$ cat config.mk
export PLATFORM = sky130hd
export DESIGN_NAME = utf8_stream_validator
export DESIGN_NICKNAME = d
export VERILOG_FILES = /design/src/rtl/utf8v_pkg.sv /design/src/rtl/utf8v_step.sv /design/src/rtl/utf8_stream_validator.sv
export SDC_FILE = /design/constraint.sdc
export NUM_CORES = 1
export LEC_CHECK = 0
export BUFFER_PORTS_ARGS = -buffer_cell sky130_fd_sc_hd__buf_2
export CAP_MARGIN = 20
export CORE_UTILIZATION = 30
export CTS_CLUSTER_DIAMETER = 50
export DETAILED_ROUTE_END_ITERATION = 8
export SLEW_MARGIN = 40
export SYNTH_ARGS = -nofsm -noshare
export SYNTH_HDL_FRONTEND = slang
export SYNTH_SLANG_ARGS = --single-unit
$ cat constraint.sdc
create_clock -name clk_i -period 2.6 [get_ports clk_i]
set_clock_uncertainty 0.1 [all_clocks]
set_input_delay 0.52 -clock clk_i [delete_from_list [all_inputs] [get_ports clk_i]]
set_output_delay 0.52 -clock clk_i [all_outputs]
set_load 0.02 [all_outputs]
$ cat src/rtl/utf8v_pkg.sv
// Package for the UTF-8 stream validator: request types, byte range limits,
// sequence state and the lead/trailing byte helper functions. No dependencies.
`timescale 1ns / 1ps
`default_nettype none

package utf8v_pkg;

  localparam int unsigned CountBitsDefault = 32;
  localparam int unsigned TotalBits        = 32;

  localparam logic [7:0] TrailLo    = 8'h80;
  localparam logic [7:0] TrailHi    = 8'hBF;
  localparam logic [7:0] LeadMinOk  = 8'hC2;
  localparam logic [7:0] LeadMaxOk  = 8'hF4;
  localparam logic [7:0] LeadE0     = 8'hE0;
  localparam logic [7:0] LeadED     = 8'hED;
  localparam logic [7:0] LeadF0     = 8'hF0;
  localparam logic [7:0] LeadF4     = 8'hF4;
  localparam logic [7:0] SecE0Lo    = 8'hA0;
  localparam logic [7:0] SecEDHi    = 8'h9F;
  localparam logic [7:0] SecF0Lo    = 8'h90;
  localparam logic [7:0] SecF4Hi    = 8'h8F;

  localparam logic [2:0] MaxLegalExtra = 3'd3;

  typedef struct packed {
    logic [7:0] data_byte;
    logic       end_of_text;
  } in_req_t;

  typedef struct packed {
    logic                 char_done;
    logic                 char_legal;
    logic [2:0]           char_length;
    logic [TotalBits-1:0] char_total;
    logic                 truncated;
  } out_req_t;

  typedef struct packed {
    logic [7:0] lead_value;
    logic [2:0] bytes_left;
    logic [2:0] seq_length;
    logic       legal_so_far;
  } seq_state_t;

  localparam seq_state_t SeqReset = '{
    lead_value:   8'h00,
    bytes_left:   3'd0,
    seq_length:   3'd0,
    legal_so_far: 1'b1
  };

  function automatic logic [2:0] extra_bytes(input logic [7:0] b);
    logic [2:0] n;
    if (b < 8'hC0)      n = 3'd0;
    else if (b < 8'hE0) n = 3'd1;
    else if (b < 8'hF0) n = 3'd2;
    else if (b < 8'hF8) n = 3'd3;
    else if (b < 8'hFC) n = 3'd4;
    else                n = 3'd5;
    return n;
  endfunction

  function automatic logic in_range(input logic [7:0] b, input logic [7:0] lo,
                                    input logic [7:0] hi);
    return (b >= lo) && (b <= hi);
  endfunction

  function automatic logic second_ok(input logic [7:0] lead, input logic [7:0] b);
    logic ok;
    case (lead)
      LeadE0:  ok = in_range(b, SecE0Lo, TrailHi);
      LeadED:  ok = in_range(b, TrailLo, SecEDHi);
      LeadF0:  ok = in_range(b, SecF0Lo, TrailHi);
      LeadF4:  ok = in_range(b, TrailLo, SecF4Hi);
      default: ok = in_range(b, TrailLo, TrailHi);
    endcase
    return ok;
  endfunction

endpackage

`default_nettype wire

$ cat src/rtl/utf8v_step.sv
// Per-byte decode step: next sequence state and result fields for one byte.
// Depends on utf8v_pkg.
`timescale 1ns / 1ps
`default_nettype none

module utf8v_step (
  input  utf8v_pkg::seq_state_t state_i,
  input  logic [7:0]            data_byte_i,
  input  logic                  end_of_text_i,
  output utf8v_pkg::seq_state_t state_o,
  output logic                  done_o,
  output logic                  legal_o,
  output logic [2:0]            length_o,
  output logic                  truncated_o
);
  import utf8v_pkg::*;

  logic [2:0] extra;
  logic       trail_ok;
  logic       lead_bad;
  seq_state_t upd;

  assign extra    = extra_bytes(data_byte_i);
  assign lead_bad = in_range(data_byte_i, TrailLo, LeadMinOk - 8'd1) ||
                    (data_byte_i > LeadMaxOk) || (extra > MaxLegalExtra);
  assign trail_ok = (state_i.bytes_left == state_i.seq_length - 3'd1) ?
                    second_ok(state_i.lead_value, data_byte_i) :
                    in_range(data_byte_i, TrailLo, TrailHi);

  always_comb begin
    upd = state_i;
    if (state_i.bytes_left == 3'd0) begin
      upd.lead_value   = data_byte_i;
      upd.seq_length   = extra + 3'd1;
      upd.legal_so_far = ~lead_bad;
      upd.bytes_left   = extra;
    end else begin
      upd.legal_so_far = state_i.legal_so_far & trail_ok;
      upd.bytes_left   = state_i.bytes_left - 3'd1;
    end
  end

  always_comb begin
    done_o      = 1'b0;
    legal_o     = 1'b0;
    length_o    = 3'd0;
    truncated_o = 1'b0;
    if (upd.bytes_left == 3'd0) begin
      done_o   = 1'b1;
      legal_o  = upd.legal_so_far;
      length_o = upd.seq_length;
    end else if (end_of_text_i) begin
      done_o      = 1'b1;
      length_o    = upd.seq_length;
      truncated_o = 1'b1;
    end
  end

  assign state_o = end_of_text_i ? SeqReset : upd;

endmodule

`default_nettype wire

$ cat src/rtl/utf8_stream_validator.sv
// Top level of the UTF-8 stream validator: sequence state, character counter
// and result register. Depends on utf8v_pkg and utf8v_step.
`timescale 1ns / 1ps
`default_nettype none

// One request byte in, one result out, at one byte per clock. Each accepted byte
// is decoded in the same cycle against the held sequence state and its result is
// loaded into a single output register, so a result appears in the cycle after its
// byte and a new byte is taken every cycle unless the output register is full and
// stalled. The character count is COUNT_BITS wide, saturates, and is reported as
// its low 32 bits; the byte flagged end_of_text resets sequence state and count.
module utf8_stream_validator #(
  parameter int unsigned COUNT_BITS = utf8v_pkg::CountBitsDefault
) (
  input  logic                clk_i,
  input  logic                rst_ni,
  input  logic                in_valid_i,
  output logic                in_stall_o,
  input  utf8v_pkg::in_req_t  in_req_i,
  output logic                out_valid_o,
  input  logic                out_stall_i,
  output utf8v_pkg::out_req_t out_req_o
);
  import utf8v_pkg::*;

  localparam int unsigned ExtBits = (COUNT_BITS > TotalBits) ? COUNT_BITS : TotalBits;

  seq_state_t            state_q, state_d;
  logic [COUNT_BITS-1:0] count_q, count_d, count_base;
  logic                  out_valid_q;
  out_req_t              out_req_q, out_req_d;
  logic                  accept;
  logic                  done;
  logic                  legal;
  logic [2:0]            length;
  logic                  trunc;
  logic [ExtBits-1:0]    count_ext;

  assign in_stall_o = out_valid_q & out_stall_i;
  assign accept     = in_valid_i & ~in_stall_o;

  utf8v_step u_step (
    .state_i       (state_q),
    .data_byte_i   (in_req_i.data_byte),
    .end_of_text_i (in_req_i.end_of_text),
    .state_o       (state_d),
    .done_o        (done),
    .legal_o       (legal),
    .length_o      (length),
    .truncated_o   (trunc)
  );

  assign count_base = (done && (count_q != {COUNT_BITS{1'b1}})) ?
                      count_q + {{(COUNT_BITS-1){1'b0}}, 1'b1} : count_q;
  assign count_d    = in_req_i.end_of_text ? '0 : count_base;
  assign count_ext  = ExtBits'(count_base);

  always_comb begin
    out_req_d.char_done   = done;
    out_req_d.char_legal  = legal;
    out_req_d.char_length = length;
    out_req_d.char_total  = count_ext[TotalBits-1:0];
    out_req_d.truncated   = trunc;
  end

  always_ff @(posedge clk_i or negedge rst_ni) begin
    if (!rst_ni) begin
      state_q     <= SeqReset;
      count_q     <= '0;
      out_valid_q <= 1'b0;
    end else begin
      if (accept) begin
        state_q <= state_d;
        count_q <= count_d;
      end
      if (!in_stall_o) begin
        out_valid_q <= accept;
      end
    end
  end

  always_ff @(posedge clk_i) begin
    if (accept) begin
      out_req_q <= out_req_d;
    end
  end

  assign out_valid_o = out_valid_q;
  assign out_req_o   = out_req_q;

endmodule

`default_nettype wire

# After elaboration in Yosys (flattened, before gate mapping)
# Cells that the tools add are included.
[totals]
regBits = 86
in_bits = 13
output_inout_bits = 40
elab_cells = 71
[classes]
addsub = 4
n_lt_le_gt_ge = 14
n_eq_ne = 6
muxes = 18
bitwise_logic = 5
n_reduce_logical = 13
[ops]
columns = ["operator", "n"]
rows = [
  ["two-way mux 32 bit", 2],
  ["less-than comparator 8 bit, second input constant", 5],
  ["adder 32 x 1 -> 32 bit, second input constant", 1],
  ["equality test 8 bit, second input constant", 4],
  ["less-or-equal comparator 8 bit, second input constant", 4],
  ["!= test 32 bit, second input constant", 1],
  [">= comparator 8 bit, second input constant", 3],
  ["two-way mux 3 bit", 8],
  ["two-way mux 15 bit", 1],
  ["greater-than comparator 8 bit, second input constant", 1],
  ["two-way mux 8 bit", 1],
  ["logical AND 1 bit", 7],
  ["logical NOT 3 bit", 2],
  ["subtractor 3 x 1 -> 3 bit, second input constant", 2],
  ["two-way mux 1 bit", 5],
  ["case mux 1 bit (4 select lines)", 1],
  ["adder 3 x 1 -> 3 bit, second input constant", 1],
  ["AND 1 bit", 3],
  ["equality test 3 bit", 1],
  ["greater-than comparator 3 x 2 -> 1 bit, second input constant", 1],
  ["logical OR 1 bit", 2],
  ["NOT 1 bit", 2],
  ["AND reduction 2 bit", 1],
  ["nonzero test 2 bit", 1],
]

# Logic depth before layout (Yosys ltp)
[logic_depth]
depth_word = 12
mapped_depth = 10
ltp_nobuf = 9

# Hierarchy
# Synthesis repeated with hierarchy kept, for this count alone.
[hier_totals]
hier_cells = 504
hier_area_um2 = 4832.1
[by_module_without_submodules]
columns = ["module", "instances", "cells_per_inst", "area_each_um2", "seq_area_each_um2"]
rows = [
  ["utf8_stream_validator", 1, 401, 4240.3, 2343.5],
  ["utf8v_step", 1, 103, 591.8, 0.0],
]

# Least setup slack after synthesis
# OpenSTA, ideal clock, no wires.
[synth_path]
kind = "input port to flip-flop"
from = "in out_stall_i"
to = "reg out_req_q, in the netlist out_req_o[0] (enable)"
setup_ns = 0.417
t_arrival_ns = 2.314
t_required_ns = 2.083
setup_slack_ns = -0.231
cell_stages = 5
path_buffers = 2
path_cell_list = "nand2_1 nand2_1 inv_1 clkbuf_1 clkbuf_1"
[synth_between]
elab_chain_cells = 3
[synth_lines]
columns = ["element", "line", "rtl"]
rows = [
  ["start, declared", "utf8_stream_validator.sv:21", "input logic out_stall_i,"],
  ["AND 1 bit", "utf8_stream_validator.sv:39", "assign in_stall_o = out_valid_q & out_stall_i;"],
  ["NOT 1 bit", "utf8_stream_validator.sv:40", "assign accept = in_valid_i & ~in_stall_o;"],
  ["AND 1 bit", "utf8_stream_validator.sv:40", ""],
  ["via accept", "utf8_stream_validator.sv:32", "logic accept;"],
  ["end signal, assigned", "utf8_stream_validator.sv:84", "out_req_q <= out_req_d;"],
  ["end, declared", "utf8_stream_validator.sv:31", "out_req_t out_req_q, out_req_d;"],
]
# The timed path passes the listed nets, and every way through them passes these cells.
# A chain may end at the register's enable or synchronous reset.

# Worst setup path after layout
[layout_path]
from = "reg state_q[5] (netlist bit)"
to = "reg out_req_q, in the netlist out_req_o[13], data pin"
[layout_between]
elab_chain_cells = 6
elab_cells_between_ends = 7
classes_between = "add/sub: 1; mux: 3; reduce/logical: 3"
[layout_lines]
columns = ["element", "line", "rtl"]
rows = [
  ["start, declared", "utf8_stream_validator.sv:28", "seq_state_t state_q, state_d;"],
  ["start signal, assigned", "utf8_stream_validator.sv:68", "state_q <= SeqReset;"],
  ["start signal, assigned", "utf8_stream_validator.sv:73", "state_q <= state_d;"],
  ["subtractor 3 x 1 -> 3 bit / logical NOT 3 bit (equally long branches)", "utf8v_step.sv:39, utf8v_step.sv:32", ""],
  ["two-way mux 3 bit (*)", "utf8v_step.sv:32", "if (state_i.bytes_left == 3'd0) begin"],
  ["logical NOT 3 bit (*)", "utf8v_step.sv:48", "if (upd.bytes_left == 3'd0) begin"],
  ["two-way mux 1 bit (*)", "utf8v_step.sv:48", ""],
  ["logical AND 1 bit (*)", "utf8_stream_validator.sv:53", "assign count_base = (done && (count_q != {COUNT_BITS{1'b1}})) ?"],
  ["two-way mux 32 bit (*)", "utf8_stream_validator.sv:53", ""],
  ["via count_base[12]", "utf8_stream_validator.sv:29", "logic [COUNT_BITS-1:0] count_q, count_d, count_base;"],
]
# Mark *: on every way through the listed nets, which the timed path passes. The rest lies on a longest branch.

==> results_dict.tcl <==
set metrics [dict create \
    fin_tns_setup_ns 0 \
    startpoint_type "flop" \
    r2r_start "state_q[5]" \
    antenna_cells 0 \
    cts_made_buffers 9 \
    seq_area_frac_synth_pct 46.3 \
    area_growth_pct 20.1 \
    layout_commonest_cell "buf_2" \
    gp_congestion 0.828 \
    holdCritPathClass "primary input to asynchronous set/reset pin" \
    cp_cell_sequence "inv_1, ha_2, nand4_1, and2_4, and2_2, buf_12, or3_1, xnor2_1" \
    initial_core_util_pct 30.6 \
    place_area_mm2 0.00572 \
    path_buf_inv 2 \
    via_per_inst 5.44 \
    cp_top_family "simple AND/OR/NAND/NOR gates" \
    clk-insertion-delay-late_ns 0.35 \
    slowest_stage "or3_1" \
    drt-initial-drc-count 383 \
    synth-edff-count 38 \
    max_stage_delay_ns 0.40 \
    chipHeight_um 132 \
    ys_seq_elements 86 \
    cp_max_fo 16 \
    grt_start_max_net_pins 49 \
    hold_slack_ns 0.199 \
    synthesis.area_mm2 0.00506 \
    final_layout_size_suffix_gt1_share_pct 20.3 \
    wl_per_cell_um 16.4 \
    die_w_um 132 \
    synth_ff_type "dfrtp_1" \
    dp_cells 794 \
    tightest_slew_ns 0.700 \
    crit_cells 8 \
    synth_area_leader_cell "dfrtp_1" \
    root_buffer "clkbuf_16" \
    final.min_clock_period_ns 2.45 \
    syn_nets 547 \
    avgSynthCellArea_um2 9.59 \
    instances_no_fill 811 \
    rr_endpoint "out_req_o[13]" \
    core-area_mm2 0.0165 \
    layout_common_cells "buf_2 (52), nand2_1 (49), dfrtp_1 (47)" \
    cts.clk_slew.worst_paths_ns 0.06 \
    end_kind "flop" \
    io_pins 53 \
    dr_total_vias 4413 \
    nNetsFinal 605 \
    fin_crit_sh_pct 94.4 \
    status "finished, final reports clean" \
    rows 47 \
    ys.warnings.count 0 \
    grt_antenna_before_repair 0 \
    ys_async_sr_fraction_pct 55.8 \
    first_pass_iters 7 \
    dp_hpwl_um 8860 \
    r2r_cells 8 \
    hold_viol_final 0 \
    cp.required_ns 2.60 \
    ant_nets 0 \
    synthTopCellsByArea "dfrtp_1 (23%), edfxtp_1 (23%), xnor2_1 (4.8%)" \
    fin_util_pct 36.8 \
    arrival_ns 2.45 \
    grt.overflow.total 0 \
    post-route-cell-area_mm2 0.00608 \
    slew_viol_final 0 \
    powerDensity_mw_per_mm2 829 \
    drc 0 \
    wirelength_um 13300 \
    grt_pass1_vias 4466 \
    yosysTopAreaCellShare_pct 23.2 \
    max_freq_mhz 407 \
    cts_tree "built" \
    grt_pass1_wl_um 22400 \
    clockBufferDepth 2 \
    rrSetupSlack_ns 0.15 \
    htree_levels 3 \
    track_usage_pct 16.1 \
    clock-sinks 86 \
    vdd_drop_max_uv 534 \
    drv_cap 0 \
    portBuffers 52 \
    cellLeakagePower_nw 2.39 \
    synth.distinct_cells 65 \
    die-area_mm2 0.0174 \
    crit_type "flop to flop" \
    slew_headroom_pct 53.3 \
    synthCells 528 \
    finalSetupViolCount 0 \
]
-- cells by family (layout without fill, tap and decap cells) --
group / Yosys count / in the layout / share of synthesized area, %
buffers and inverters: 67 / 130 / 5.61
AO/OA/AOI/OAI: 112 / 112 / 16.5
XOR/XNOR: 34 / 34 / 6.15
AND/OR/NAND/NOR: 221 / 221 / 23.6
flip-flops: 86 / 86 / 46.3
adder cells (fa/ha/maj): 6 / 6 / 1.48
multiplexers: 2 / 2 / 0.445
-- stage by stage --
step / total power, W / worst slack, ns
after CTS: 0.00496 / 0.00745
after global routing: 0.00533 / -0.0000229
after global placement: 0.00360 / 0.0395
after detailed placement: 0.00363 / 0.0354
final: 0.00504 / 0.145
after floorplan: 0.00301 / 0.107
-- area by class of cell --
cell class,count,area [um^2]
well taps,220,275
clock inverters,4,46.3
multi-input cells,375,2500
flip-flops and latches,86,2340
inverters,24,90.1
clock buffers,12,246
fillers,1667,10400
repair buffers,90,583
-- per-layer routing --
layer	track usage, %	up-vias	wire (um)
li1	-	2103	-
met1	20.6	2147	6050
met2	26.4	143	6400
met3	2.65	20	623
met4	7.82	0	261
met5	0	-	0
-- Yosys cell counts, types with 12 or more instances --
master,number
nand3_1,37
or3_1,12
nand2_1,49
o21ai_0,18
xnor2_1,28
nor2_1,22
inv_1,23
and3_1,20
edfxtp_1,38
nor3_1,18
a21oi_1,12
nand4_1,17
dfrtp_1,47
clkbuf_1,26
-- state kept, by name, indices dropped and copies added (netlist names) --
signal / count
state_q: 15
out_valid_o: 1
out_req_o: 38
count_q: 32
-- worst max path at each step --
stage,from,end
finish,state_q[5],out_req_o[13]
global route,count_q[12],count_q[17]
CTS,state_q[4],out_req_o[32]
detailed placement,in_req_i[7],out_req_o[36]
global placement,in_req_i[6],out_req_o[36]
floorplan,state_q[4],out_req_o[2]
-- timing repair --
| item | in CTS | in global routing |
|---|---|---|
| setup endpoints to repair | 0 | 21 |
| resized for setup | 0 | 12 |
| buffers inserted | 0 | 1 |
| hold buffers | 0 | 0 |
-- power by group --
group / internal (W) / switching (W) / total [W]
logic: 0.000745 / 0.00105 / 0.00179
clock network: 0.000767 / 0.000547 / 0.00131
registers: 0.00172 / 0.000215 / 0.00193
Power figures use the tool's default switching activity.
